`src/rtl/core/lvhk_pkg.sv`:
```
// Shared types and constants for the Langevin velocity half-kick block.
package lvhk_pkg;

  localparam int FRAC_BITS = 16;
  localparam int NUM_TYPES = 4;
  localparam int TYPE_BITS = 2;
  localparam int TABLE_FRAC = 8;

  // Largest q whose (6*q) << FRAC_BITS still fits in 64 bits.
  localparam logic [63:0] Q_LIM = (64'hFFFF_FFFF_FFFF_FFFF >> FRAC_BITS) / 64'd6;

  localparam logic [1:0] LAST_AXIS = 2'd2;

  typedef enum logic [2:0] {
    REG_DELTA_T,
    REG_TEMPERATURE,
    REG_DRAG_SCALE,
    REG_USE_DIAMETER_DRAG,
    REG_NOISE_OFF,
    REG_TALLY_ON,
    REG_THREE_DIMS,
    REG_TYPE_DRAG_TABLE
  } reg_idx_t;

  typedef enum logic [4:0] {
    OP_NONE,
    OP_G_MUL,
    OP_G_SET,
    OP_P_MUL,
    OP_Q_START,
    OP_DIV_STEP,
    OP_Q_FIN,
    OP_SQ_START,
    OP_SQ_STEP,
    OP_SQ_FIN,
    OP_N_MUL,
    OP_D_MUL,
    OP_BD,
    OP_NUM,
    OP_ACC,
    OP_AD_MUL,
    OP_NV,
    OP_BN_MUL,
    OP_E,
    OP_T_SUM,
    OP_MD_LO,
    OP_MD_HI,
    OP_MD_FIN,
    OP_R_APPLY,
    OP_L_APPLY
  } op_t;

  typedef struct packed {
    op_t        op;
    logic [1:0] axis;
    logic       md_src;    // 0: step sum, 1: last half transfer
    logic       capture;
    logic       load_out;
  } cmd_t;

  typedef struct packed {
    logic noise_off;
    logic dt_zero;
    logic q_big;
    logic mass_zero;
    logic tally_on;
    logic step_end;
    logic div_last;
    logic sq_last;
  } stat_t;

endpackage

```
`src/rtl/core/lvhk_ctrl.sv`:
```
// Sequencer for the half-kick datapath.
module lvhk_ctrl (
  input  logic             clk,
  input  logic             rst,
  input  logic             in_valid,
  output logic             in_ready,
  output logic             out_valid,
  input  logic             out_ready,
  input  lvhk_pkg::stat_t  stat,
  output lvhk_pkg::cmd_t   cmd
);

  typedef enum logic [4:0] {
    S_IDLE, S_G_MUL, S_G_SET, S_P_MUL, S_Q_START, S_Q_DIV, S_Q_FIN,
    S_SQ_START, S_SQ_RUN, S_SQ_FIN,
    S_N_MUL, S_D_MUL, S_BD, S_NUM, S_A_DIV, S_ACC, S_AD_MUL, S_NV, S_BN_MUL, S_E,
    S_T_SUM, S_R_LO, S_R_HI, S_R_FIN, S_R_APPLY,
    S_L_LO, S_L_HI, S_L_FIN, S_L_APPLY, S_DONE
  } state_t;

  state_t     state;
  logic [1:0] axis;
  logic       out_free;

  assign in_ready = (state == S_IDLE);
  assign out_free = !out_valid || out_ready;

  always_ff @(posedge clk) begin
    if (rst) begin
      state     <= S_IDLE;
      axis      <= '0;
      out_valid <= 1'b0;
    end else begin
      if (state == S_DONE && out_free) out_valid <= 1'b1;
      else if (out_ready) out_valid <= 1'b0;
      case (state)
        S_IDLE: if (in_valid) begin
          state <= S_G_MUL;
          axis  <= '0;
        end
        S_G_MUL:   state <= S_G_SET;
        S_G_SET:   state <= S_P_MUL;
        S_P_MUL:   state <= S_Q_START;
        S_Q_START: begin
          if (stat.noise_off)    state <= S_N_MUL;
          else if (stat.dt_zero) state <= S_SQ_START;
          else                   state <= S_Q_DIV;
        end
        S_Q_DIV:    if (stat.div_last) state <= S_Q_FIN;
        S_Q_FIN:    state <= S_SQ_START;
        S_SQ_START: state <= stat.q_big ? S_N_MUL : S_SQ_RUN;
        S_SQ_RUN:   if (stat.sq_last) state <= S_SQ_FIN;
        S_SQ_FIN:   state <= S_N_MUL;
        S_N_MUL:    state <= S_D_MUL;
        S_D_MUL:    state <= S_BD;
        S_BD:       state <= S_NUM;
        S_NUM:      state <= stat.mass_zero ? S_ACC : S_A_DIV;
        S_A_DIV:    if (stat.div_last) state <= S_ACC;
        S_ACC:      state <= S_AD_MUL;
        S_AD_MUL:   state <= S_NV;
        S_NV:       state <= S_BN_MUL;
        S_BN_MUL:   state <= S_E;
        S_E: begin
          if (axis == lvhk_pkg::LAST_AXIS) begin
            state <= S_T_SUM;
          end else begin
            axis  <= axis + 2'd1;
            state <= S_N_MUL;
          end
        end
        S_T_SUM:   state <= (stat.step_end && stat.tally_on) ? S_R_LO : S_L_LO;
        S_R_LO:    state <= S_R_HI;
        S_R_HI:    state <= S_R_FIN;
        S_R_FIN:   state <= S_R_APPLY;
        S_R_APPLY: state <= S_L_LO;
        S_L_LO:    state <= S_L_HI;
        S_L_HI:    state <= S_L_FIN;
        S_L_FIN:   state <= S_L_APPLY;
        S_L_APPLY: state <= S_DONE;
        S_DONE: if (out_free) begin
          state <= S_IDLE;
        end
        default: state <= S_IDLE;
      endcase
    end
  end

  always_comb begin
    cmd          = '0;
    cmd.axis     = axis;
    cmd.capture  = (state == S_IDLE) && in_valid;
    cmd.load_out = (state == S_DONE) && out_free;
    cmd.md_src   = (state == S_L_LO) || (state == S_L_HI) || (state == S_L_FIN);
    case (state)
      S_G_MUL:             cmd.op = lvhk_pkg::OP_G_MUL;
      S_G_SET:             cmd.op = lvhk_pkg::OP_G_SET;
      S_P_MUL:             cmd.op = lvhk_pkg::OP_P_MUL;
      S_Q_START:           cmd.op = lvhk_pkg::OP_Q_START;
      S_Q_DIV, S_A_DIV:    cmd.op = lvhk_pkg::OP_DIV_STEP;
      S_Q_FIN:             cmd.op = lvhk_pkg::OP_Q_FIN;
      S_SQ_START:          cmd.op = lvhk_pkg::OP_SQ_START;
      S_SQ_RUN:            cmd.op = lvhk_pkg::OP_SQ_STEP;
      S_SQ_FIN:            cmd.op = lvhk_pkg::OP_SQ_FIN;
      S_N_MUL:             cmd.op = lvhk_pkg::OP_N_MUL;
      S_D_MUL:             cmd.op = lvhk_pkg::OP_D_MUL;
      S_BD:                cmd.op = lvhk_pkg::OP_BD;
      S_NUM:               cmd.op = lvhk_pkg::OP_NUM;
      S_ACC:               cmd.op = lvhk_pkg::OP_ACC;
      S_AD_MUL:            cmd.op = lvhk_pkg::OP_AD_MUL;
      S_NV:                cmd.op = lvhk_pkg::OP_NV;
      S_BN_MUL:            cmd.op = lvhk_pkg::OP_BN_MUL;
      S_E:                 cmd.op = lvhk_pkg::OP_E;
      S_T_SUM:             cmd.op = lvhk_pkg::OP_T_SUM;
      S_R_LO, S_L_LO:      cmd.op = lvhk_pkg::OP_MD_LO;
      S_R_HI, S_L_HI:      cmd.op = lvhk_pkg::OP_MD_HI;
      S_R_FIN, S_L_FIN:    cmd.op = lvhk_pkg::OP_MD_FIN;
      S_R_APPLY:           cmd.op = lvhk_pkg::OP_R_APPLY;
      S_L_APPLY:           cmd.op = lvhk_pkg::OP_L_APPLY;
      default:             cmd.op = lvhk_pkg::OP_NONE;
    endcase
  end

endmodule

```
`config.mk`:
```
export PLATFORM = sky130hd
export DESIGN_NAME = lvhk_ctrl
export DESIGN_NICKNAME = d
export VERILOG_FILES = /design/src/rtl/core/lvhk_pkg.sv /design/src/rtl/core/lvhk_ctrl.sv
export SDC_FILE = /design/constraint.sdc
export NUM_CORES = 1
export LEC_CHECK = 0
export ABC_CLOCK_PERIOD_IN_PS = 2330
export BUFFER_PORTS_ARGS = -buffer_cell sky130_fd_sc_hd__buf_4
export CAP_MARGIN = 10
export CORE_AREA = 5 5 56 58
export DETAILED_ROUTE_END_ITERATION = 8
export DIE_AREA = 0 0 61 63
export PLACE_DENSITY = 0.75
export SLEW_MARGIN = 40
export SYNTH_ARGS = -nofsm -noshare
export SYNTH_HDL_FRONTEND = slang
export SYNTH_SLANG_ARGS = --single-unit
```
`constraint.sdc`:
```
create_clock -name clk -period 2.33 [get_ports clk]
set_input_delay 0.1165 -clock clk [delete_from_list [all_inputs] [get_ports clk]]
set_output_delay 0.1165 -clock clk [all_outputs]
set_load 0.02 [all_outputs]
```
* After elaboration in Yosys (flattened, before gate mapping)
Memory sizes are Yosys's and may differ from the RTL's. A register that Yosys moved wholly into a read port is not among the register bits.
Index checks and enable logic that the tools add are counted.
** Storage, ports and cells
- Bits in registers :: 8
- Memory bits (read-only) :: 160
- Memories :: 1
- Bits of input ports :: 12
** Operators by class
- Mux-type cells :: 19
- Equal/unequal tests :: 36
- $add $sub $neg :: 1
- Reduce and logical (&&, ||, !) cells :: 12
** Memory list
- (name not given) :: words 32, bits a word 5, read ports 1, clocked after Yosys merged registers in 1, wr ports 0, line lvhk_ctrl.sv:94 : case (state)
** Operators with widths (number)
- $pmux W5 S30 :: 1
- $eq A5 B5 Y1 const B :: 14
- $eq A5 B4 Y1 const B :: 8
- $mux W5 :: 8
- $eq A5 B3 Y1 const B :: 4
- $ne A2 B2 Y1 const B :: 6
- $eq A5 B2 Y1 const B :: 2
- $mux W2 :: 4
- $mux W4 :: 2
- $eq A5 B1 Y1 const B :: 1
- $logic_not A5 Y1 :: 1
- $reduce_and A5 Y1 :: 1
- $pmux W2 S2 :: 1
- $reduce_bool A2 Y1 :: 2
- $logic_and A1 B1 Y1 :: 3
- $logic_or A1 B1 Y1 :: 3
- $mux W1 :: 3
- $reduce_and A3 Y1 :: 1
- $add A2 B1 Y2 const B :: 1
- $eq A2 B2 Y1 const B :: 1
- $logic_not A1 Y1 :: 1

* Logic depth before layout (Yosys ltp)
Gate-level depths: netlist (run 1).
- Word-level depth :: 6
- Gate-level depth with buffers :: 12
- Gate-level depth less buffers :: 11

* Worst setup path after synthesis (run 1)
OpenSTA, ideal clock, no wires.
- Kind :: flip-flop to flip-flop
- From :: register axis[0]
- To :: register cmd[7] (netlist name)
- Period minus slack after synthesis :: 2.656 ns
- Slack :: -0.326 ns
- Data required time :: 2.259 ns
- Data arrival time :: 2.585 ns
- Library setup time :: 0.071 ns
- Stages on the path, launching flop included :: 12
- Cell sequence :: dfxtp_1 inv_1 ha_1 or4_4 o311ai_0 a22oi_1 nor2_1 inv_1 ha_1 a211o_2 a21o_1 a21oi_1
** On the way
- Cells in the longest elaborated chain, start to end :: 5
** Ends and longest elaborated chain
- start: declaration :: line lvhk_ctrl.sv:22 : logic [1:0] axis;
- start signal: assignment :: line lvhk_ctrl.sv:67 : axis <= axis + 2'd1;
- $eq A2 B2 Y1 :: line lvhk_ctrl.sv:64 : if (axis == lvhk_pkg::LAST_AXIS) begin
- $mux W5 :: line lvhk_ctrl.sv:64
- $pmux W5 S30 :: line lvhk_ctrl.sv:36 : case (state)
- $mux W5 (no line) (2 in a row)
Every way passes these cells.
A chain may end at the register's enable or synchronous reset.

* Worst setup path after layout (run 1)
- From :: register state[1]
- To :: register cmd[5] (netlist name)
** On the way
- Cells in the longest elaborated chain, start to end :: 5
- Elaborated cells on any way between the ends :: 39
** Ends and longest elaborated chain
- start: declaration :: line lvhk_ctrl.sv:21 : state_t state;
- start signal: assignment :: line lvhk_ctrl.sv:51 : S_SQ_START: state <= stat.q_big ? S_N_MUL : S_SQ_RUN;
- start signal: assignment :: line lvhk_ctrl.sv:57 : S_NUM: state <= stat.mass_zero ? S_ACC : S_A_DIV;
- $eq A5 B5 Y1 (tied with other cells) :: line lvhk_ctrl.sv:36
- $ne A2 B2 Y1 (no line)
- $reduce_and A5 Y1 (no line)
- $mux W5 (no line) (*) (2 in a row)
Mark *: on every way between the ends. The rest lies on a longest branch, timed or not.

==> impl_metrics.py, run 1 <==
metrics = {
    "status": {
        "outcome": "complete, but fails checks",
        "violations": "setup timing",
    },
    "layout": {
        "fill_cells": 194,
        "synthToLayoutAreaGrowth_pct": 51.39,
        "drive_above_1_share_pct": 56.00,
        "diodes": 0,
        "nets": 218,
        "design_area_mm2": 0.001843,
    },
    "routing": {
        "drc": 0,
        "dr_total_vias": 1320,
        "via_per_inst": 5.714,
        "dr.pass1.iters": 4,
        "routedWlPerCell_um": 16.81,
        "wl_um": 3882,
        "drt_iter0_drc": 77,
        "ant_nets": 0,
    },
    "clock_network": {
        "cts_tree": "built",
        "clk_pin_slew_worst_paths_ps": 80,
        "htreeDepth": 1,
        "root_buffer": "clkbuf_4",
        "clock_sinks": 13,
        "insertion_delay_ps": 290,
        "ctsLongestPathBuffers": 2,
        "hold_buffers": 0,
        "cts_buffers": 3,
    },
    "global_routing": {
        "antenna_found_initial": 0,
        "track_usage_pct": 20.49,
        "grt_max_degree": 14,
        "overflow": 0,
        "grt_pass1_wl_um": 5982,
        "grt_pass1_vias": 1348,
    },
    "sta": {
        "fmax_mhz": 411.5,
        "tns_ps": -180.0,
        "report.final.hold_viol_count": 0,
        "setup-violations-final": 3,
        "tightest_slew_ps": 494.1,
        "min_period_ps": 2430,
        "rsz0062_at_grt": "true",
        "fin_skew_ps": 12.39,
        "finalCritPeriodShare_pct": 104.3,
        "fin_ws_ps": -100.2,
        "whs_ps": 96.97,
        "slew_viol_final": 0,
        "relSlewSlack_pct": 67.06,
    },
    "place": {
        "hpwl_um": 2739,
        "place_ws_ps": -209.8,
        "gp_congestion": 0.9038,
        "io_buffers": 23,
        "placed_area_mm2": 0.001624,
    },
    "logic_synthesis": {
        "syn_avg_cell_area_um2": 8.513,
        "yosysTopAreaCell": "dfxtp_1",
        "synth_edf_count": 0,
        "syn_nets": 160,
        "synth-seq-area-share_pct": 21.38,
        "yosysMostFrequentCell": "dfxtp_1",
        "synth_area_mm2": 0.001217,
        "ys.flop_type": "dfxtp_1",
        "async_flop_share_pct": 0,
        "synth-seq-cells": 13,
        "ys_top_cells_by_area": "dfxtp_1 21%, ha_1 5.1%, buf_6 4.6%, inv_1 3.1%, nand2_1 2.8%",
        "netlist.area_leader.share_pct": 21.38,
        "postSynthCellCount": 143,
        "ys_top_cells_by_count": "13 x dfxtp_1, 10 x inv_1, 9 x nand2_1",
        "yosys_warnings": 0,
        "ys_types": 60,
    },
    "worst_setup_path": {
        "worstSetupPathType": "reg2reg",
        "cp_data_required_time_ps": 2540,
        "max_stage_delay_ps": 440,
        "critPathTopFamily": "simple AND/OR/NAND/NOR gates",
        "path_buf_inv": 3,
        "startpoint_type": "flip-flop",
        "arrival_ps": 2640,
        "cp_slowest_cell": "or4_4",
        "end_kind": "flip-flop",
        "crit_path_max_fanout": 6,
        "cp_cell_sequence": "buf_12 -> buf_4 -> nand2_1 -> or4_4 -> o311ai_2 -> a22oi_2 -> nor2_2 -> inv_2 -> ha_4 -> nand2_2 -> mux2_4 -> o211ai_1",
    },
    "pwr": {
        "peakVddDrop_mv": 0.5073,
        "p_per_area_mw_per_mm2": 524.8,
        "p_total_mw": 0.9673,
        "leakagePower_nw": 0.7820,
    },
    "floorplanning": {
        "fp.dieW_um": 61,
        "die_area_mm2": 0.003843,
        "coreArea_mm2": 0.002615,
        "rows": 19,
        "start_util_pct": 46.56,
        "die_h_um": 63,
        "ios": 24,
    },
    "run": {
        "drv_cap": 0,
    },
    "min_path": {
        "hold_class": "in2reg",
    },
}
## where the power goes
| part | total, mW | internal [mW] | switching, mW |
|---|---|---|---|
| clock network | 0.141 | 0.0666 | 0.0748 |
| logic | 0.568 | 0.297 | 0.272 |
| registers | 0.257 | 0.241 | 0.0167 |
## layer usage
metal	global-route usage, %	vias up	share of wire [%]
li1	-	642	-
met1	22.98	618	38
met2	34.49	45	53
met3	4.132	15	5.7
met4	11.65	0	3.6
met5	0	-	0
## path summary, 6_finish.rpt
kind,cells after the start,from,end,slack (ps)
worst min-delay path,2,rst,state[1]$_SDFFE_PP0N_,100
worst max register to register,12,state[1]$_SDFFE_PP0N_,cmd[5]$_DFF_P_,-100
worst min register to register,3,axis[0]$_SDFFE_PP0P_,axis[0]$_SDFFE_PP0P_,550
worst max-delay path,12,state[1]$_SDFFE_PP0N_,cmd[5]$_DFF_P_,-100
## state kept, by name, indices dropped and copies added, names as in the netlist
name and cells:
axis 2, out_valid 1, state 5, cmd 5
## through the flow
| step | instances | utilization (%) |
|---|---|---|
| after floorplan | 143 | - |
| after global placement | 218 | 62.11 |
| after detailed placement | 218 | 62.11 |
| after CTS | 228 | 66.75 |
| after global routing | 231 | 70.48 |
| final | 231 | 70.48 |
## layout make-up
type | instances | area, um2 | area share (%)
clock buffer | 4 | 26.28 | 1.426
tap | 31 | 38.79 | 2.105
multi-input combinational | 108 | 948.4 | 51.46
inverter | 10 | 42.54 | 2.308
timing repair buffer | 65 | 513.0 | 27.83
sequential | 13 | 274.0 | 14.87
## worst reg2reg max path, cell delays in order, from the launching register on
cell and delay (ps):
dfxtp_2 360, buf_12 110, buf_4 120, nand2_1 70
or4_4 440, o311ai_2 120, a22oi_2 130, nor2_2 160
inv_2 60, ha_4 270, nand2_2 40, mux2_4 280
o211ai_1 190
## repair_timing
action	in CTS	in global routing
buffers inserted	6	4
setup endpoints to repair	4	5
pin swaps	10	14
resized for setup	15	19
## cells in the final DEF, fill, tap and decap left out, drive strengths merged, types with 3 or more instances in the layout
master	netlist	layout
buf	10	64
dfxtp	13	13
inv	10	10
nand2	9	9
nor2	7	7
a21oi	7	7
o21ai	7	7
nor3	5	5
nand3	5	5
nand2b	5	5
ha	5	5
clkbuf	2	5
o211ai	4	4
and2	4	4
nor2b	3	3
or2	3	3
nor4	3	3
## cell families after synthesis
family / synth area share, %
buffers and inverters: 12.02
flip-flops: 21.38
adder cells (fa/ha/maj): 5.139
AND/OR/NAND/NOR: 29.91
AO/OA/AOI/OAI: 28.26
multiplexers: 1.850
XOR/XNOR: 1.439
(Power assumes the default switching activity.)
==> inputs of run 2 (changes only) <==
--- a/config.mk
+++ b/config.mk
@@ -11,6 +11,7 @@
 export CORE_AREA = 5 5 56 58
 export DETAILED_ROUTE_END_ITERATION = 8
 export DIE_AREA = 0 0 61 63
+export GPL_TIMING_DRIVEN = 0
 export PLACE_DENSITY = 0.75
 export SLEW_MARGIN = 40
 export SYNTH_ARGS = -nofsm -noshare
==> run 2 against run 1 <==
Effect of this change:
- total power fell by 4.6%
- the run still ends with setup timing left
- wire length fell by 4.8%
- critical path type unchanged
- global-route usage shrank 0.59 points
- register-to-register slack gained 50 ps
- critical path depth fell by 1
- flip-flop and latch count is the same
- die area did not move
==> impl_metrics.py, run 2 (synthesized netlist as in run 1, its figures left out) <==
metrics = {
    "layout": {
        "synthToLayoutAreaGrowth_pct": 45.63,
        "nets": 206,
        "final_cell_mix": "42 x buf_4, 7 x inv_1, 7 x nand2_1, 7 x dfxtp_1",
        "diodes": 0,
        "design_area_mm2": 0.001773,
        "mostFrequentLayoutCell": "buf_4",
        "postLayoutCoreUtil_pct": 67.80,
        "fill_cells": 223,
        "drive_above_1_share_pct": 51.06,
    },
    "sta": {
        "fin_ws_ps": -47.48,
        "min_period_ps": 2377,
        "finalCritPeriodShare_pct": 102.0,
        "relSlewSlack_pct": 65.34,
        "report.final.hold_viol_count": 0,
        "fmax_mhz": 420.6,
        "tightest_slew_ps": 519.9,
        "setup-violations-final": 2,
        "rsz0062_at_grt": "true",
        "slew_viol_final": 0,
        "tns_ps": -73.44,
        "fin_skew_ps": 1.777,
    },
    "floorplanning": {
        "ios": 24,
        "start_util_pct": 46.56,
        "coreArea_mm2": 0.002615,
        "die_h_um": 63,
        "rows": 19,
        "die_area_mm2": 0.003843,
        "fp.dieW_um": 61,
    },
    "pwr": {
        "p_comb_share_pct": 57.0,
        "p_total_mw": 0.9230,
        "switching_share_pct": 37.66,
        "p_int_mw": 0.5754,
        "p_per_area_mw_per_mm2": 520.6,
        "clkPwrFrac_pct": 15.8,
        "p_seq_share_pct": 27.2,
        "power.switching_mw": 0.3475,
        "peakVddDrop_mv": 0.4453,
        "leakagePower_nw": 0.7325,
    },
    "place": {
        "hpwl_um": 2407,
        "io_buffers": 23,
        "placed_area_mm2": 0.001473,
        "place_ws_ps": -420.4,
        "gp_congestion": 0.8489,
    },
    "clock_network": {
        "clk_pin_slew_worst_paths_ps": 80,
        "root_buffer": "clkbuf_4",
        "htreeDepth": 1,
        "cts_buffers": 3,
        "clock_sinks": 13,
        "cts_tree": "built",
        "insertion_delay_ps": 290,
        "hold_buffers": 0,
        "ctsLongestPathBuffers": 2,
    },
    "routing": {
        "dr_total_vias": 1287,
        "via_per_inst": 5.877,
        "ant_nets": 0,
        "drt_iter0_drc": 91,
        "dr.pass1.iters": 4,
        "drc": 0,
        "wl_um": 3696,
        "routedWlPerCell_um": 16.88,
    },
    "global_routing": {
        "track_usage_pct": 19.90,
        "grt_pass1_wl_um": 5920,
        "grt_max_degree": 11,
        "antenna_found_initial": 0,
        "overflow": 0,
        "grt_pass1_vias": 1218,
    },
    "worst_setup_path": {
        "worstSetupPathType": "reg2reg",
        "cp_data_required_time_ps": 2550,
        "path_common_cell": "ha_4",
        "cp_slowest_cell": "or4_4",
        "end_kind": "flip-flop",
        "cp_cell_sequence": "inv_4 -> ha_4 -> or4_4 -> o311ai_4 -> a22oi_2 -> nor2_2 -> inv_2 -> ha_4 -> nand2_2 -> mux2_4 -> o211ai_1",
        "max_stage_delay_ps": 560,
        "arrival_ps": 2600,
        "crit_path_max_fanout": 3,
        "startpoint_type": "flip-flop",
    },
    "status": {
        "violations": "setup timing",
        "outcome": "complete, but fails checks",
    },
    "min_path": {
        "hold_class": "in2reg",
    },
    "run": {
        "drv_cap": 0,
    },
}
==> run 2: repair_timing <==
item | CTS | global route
pin swaps | 12 | 10
endpoints found under the setup margin | 5 | 5
resized for setup | 21 | 10
buffers inserted | 11 | 8
==> run 2: layer usage <==
metal  global-route usage [%]  wire (um)  share of wire, %
met5                        0          0                 0
met4                    8.672         74               2.0
met3                    1.653        162               4.4
met2                    33.69       1926                52
met1                    24.78       1532                41
==> run 2: path summary, 6_finish.rpt <==
check	cells past startpoint	endpoint	slack, ps	start
max reg2reg	11	cmd[5]$_DFF_P_	-50	axis[0]$_SDFFE_PP0P_
min	3	state[3]$_SDFFE_PP0N_	130	rst
min reg2reg	2	axis[0]$_SDFFE_PP0P_	520	axis[0]$_SDFFE_PP0P_
max	11	cmd[5]$_DFF_P_	-50	axis[0]$_SDFFE_PP0P_
==> run 2: power by group through the flow <==
stage / registers [mW] / clock network (mW) / logic (mW)
final: 0.251 / 0.146 / 0.526
after global routing: 0.252 / 0.151 / 0.564
after CTS: 0.251 / 0.143 / 0.479
after detailed placement: 0.251 / 0 / 0.393
after global placement: 0.251 / 0 / 0.386
after floorplan: 0.260 / 0 / 0.280
==> run 2: final cells by class <==
type	instances	area, um2	area share (%)
Multi-Input combinational cell	108	952.2	53.71
Buffer	11	108.9	6.140
Sequential cell	13	275.3	15.53
Clock buffer	4	26.28	1.482
Inverter	10	40.04	2.258
Tap cell	31	38.79	2.188
Timing Repair Buffer	42	331.6	18.70
==> run 2: through the flow <==
| stage | instances | hold WS, ps |
|---|---|---|
| 2_1_floorplan | 143 | 300.7 |
| 3_3_place_gp | 197 | 431.6 |
| 3_5_place_dp | 197 | 439.9 |
| 4_1_cts | 211 | 133.1 |
| 5_1_grt | 219 | 154.8 |
| 6_report | 219 | 130.8 |
==> run 2: critical path: cells and delay by family (launching register included) <==
kind	cells	cell delay, ps
AO/OA/AOI/OAI	3	370
AND/OR/NAND/NOR	3	770
flip-flops	1	370
adder cells (fa/ha/maj)	2	420
multiplexers	1	280
buffers and inverters	2	110
==> inputs of run 3 (changes only) <==
--- a/config.mk
+++ b/config.mk
@@ -17,3 +17,4 @@
 export SYNTH_ARGS = -nofsm -noshare
 export SYNTH_HDL_FRONTEND = slang
 export SYNTH_SLANG_ARGS = --single-unit
+export TNS_END_PERCENT = 50
==> run 3 against run 2 <==
Effect of this change:
- the run still ends with setup timing left
- highest routed layer unchanged
- clock skew barely moved
- final cell count did not move
- via count rose by 0.47%
- critical path type unchanged
- critical path depth did not move
- sequential power barely moved
==> impl_metrics.py, run 3 (synthesized netlist as in run 1, its figures left out) <==
metrics = {
    "sta": {
        "slew_viol_final": 0,
        "tightest_slew_ps": 501.9,
        "min_period_ps": 2378,
        "relSlewSlack_pct": 66.54,
        "report.final.hold_viol_count": 0,
        "fmax_mhz": 420.6,
        "fin_skew_ps": 1.560,
        "rsz0062_at_grt": "true",
        "finalCritPeriodShare_pct": 102.0,
        "setup-violations-final": 3,
        "whs_ps": 133.4,
        "fin_ws_ps": -47.50,
    },
    "layout": {
        "fill_cells": 225,
        "drive_above_1_share_pct": 51.06,
        "final_cell_mix": "43 x buf_4, 7 x inv_1, 7 x nand2_1, 7 x dfxtp_1, 6 x nor2_1",
        "nets": 206,
        "mostFrequentLayoutCell": "buf_4",
        "synthToLayoutAreaGrowth_pct": 45.32,
        "diodes": 0,
    },
    "min_path": {
        "hold_class": "in2reg",
        "min_from": "rst",
    },
    "routing": {
        "wl_um": 3703,
        "drt_iter0_drc": 69,
        "ant_nets": 0,
        "dr_total_vias": 1293,
        "routedWlPerCell_um": 16.91,
        "dr.pass1.iters": 4,
        "drc": 0,
        "via_per_inst": 5.904,
    },
    "run": {
        "drv_cap": 0,
    },
    "worst_setup_path": {
        "worstSetupPathType": "reg2reg",
        "arrival_ps": 2600,
        "r2r_start": "axis[0]$_SDFFE_PP0P_",
        "cp_data_required_time_ps": 2550,
        "cp-startpoint": "axis[0]$_SDFFE_PP0P_",
        "cp_cell_sequence": "inv_4 -> ha_4 -> or4_4 -> o311ai_4 -> a22oi_2 -> nor2_2 -> inv_2 -> ha_4 -> nand2_2 -> mux2_4 -> o211ai_1",
        "cp_slowest_cell": "or4_4",
        "startpoint_type": "flip-flop",
        "crit_path_max_fanout": 3,
        "path_common_cell": "ha_4",
        "max_stage_delay_ps": 560,
        "end_kind": "flip-flop",
    },
    "floorplanning": {
        "die_area_mm2": 0.003843,
        "fp.dieW_um": 61,
        "start_util_pct": 46.56,
        "die_h_um": 63,
        "ios": 24,
        "rows": 19,
        "coreArea_mm2": 0.002615,
    },
    "clock_network": {
        "insertion_delay_ps": 290,
        "clock_sinks": 13,
        "cts_tree": "built",
        "hold_buffers": 0,
        "ctsLongestPathBuffers": 2,
        "cts_buffers": 3,
        "clk_pin_slew_worst_paths_ps": 80,
        "root_buffer": "clkbuf_4",
        "htreeDepth": 1,
    },
    "pwr": {
        "p_per_area_mw_per_mm2": 518.5,
        "leakagePower_nw": 0.7311,
        "peakVddDrop_mv": 0.4434,
    },
    "status": {
        "outcome": "complete, but fails checks",
        "violations": "setup timing",
    },
    "place": {
        "place_ws_ps": -420.4,
        "gp_congestion": 0.8489,
        "io_buffers": 23,
        "hpwl_um": 2407,
    },
    "global_routing": {
        "overflow": 0,
        "grt_pass1_vias": 1218,
        "grt_pass1_wl_um": 5920,
        "grt_max_degree": 11,
        "track_usage_pct": 19.90,
        "antenna_found_initial": 0,
    },
}
## run 3: per-layer routing
metal,track usage [%],share of wire [%],vias up
met5,0,0,-
met4,8.672,2.0,0
met3,1.653,3.9,9
met2,33.69,52,35
met1,24.78,42,630
li1,-,-,619
## run 3: worst paths after layout
kind / endpoint / slack, ps / cells after the start
max: cmd[5]$_DFF_P_ / -50 / 11
min: state[3]$_SDFFE_PP0N_ / 130 / 3
max reg2reg: cmd[5]$_DFF_P_ / -50 / 11
min reg2reg: axis[0]$_SDFFE_PP0P_ / 520 / 2
## run 3: report_power, final
part | switching (mW) | total [mW] | internal [mW]
clock | 0.0786 | 0.145 | 0.0668
sequential | 0.0118 | 0.251 | 0.239
combinational | 0.256 | 0.521 | 0.266
## run 3: final cells by class
type | count | area, um2 | share of cell area (%)
timing repair buffer | 42 | 327.8 | 18.53
buffer | 11 | 108.9 | 6.153
tap | 31 | 38.79 | 2.192
multi-input combinational | 108 | 952.2 | 53.82
inverter | 10 | 40.04 | 2.263
sequential | 13 | 275.3 | 15.56
clock buffer | 4 | 26.28 | 1.485
## run 3: repair_timing
| action | 4_1_cts | 5_1_grt |
|---|---|---|
| pin swaps | 12 | 10 |
| gates resized for setup | 21 | 9 |
| endpoints found under the setup margin | 5 | 5 |
| buffers inserted | 11 | 8 |
| gates cloned | 0 | 0 |
## run 3: through the flow
step                      TNS (ps)  instance area (um2)  std cells  utilization, %  total power [mW]
final                       -72.10                 1769        219           67.66            0.9173
after CTS                   -98.51                 1650        211           63.11            0.8733
after floorplan             -190.4                 1261        143               -            0.5406
after global placement       -1132                 1473        197           56.32            0.6368
after detailed placement     -1213                 1473        197           56.32            0.6435
after global routing        -330.2                 1769        219           67.66            0.9629
## run 3: critical path: cells and delay by family, from the launching register on
kind / cells / cell delay, ps
multiplexers: 1 / 280
AO/OA/AOI/OAI: 3 / 370
flip-flops: 1 / 370
adder cells (fa/ha/maj): 2 / 420
AND/OR/NAND/NOR: 3 / 770
buffers and inverters: 2 / 110
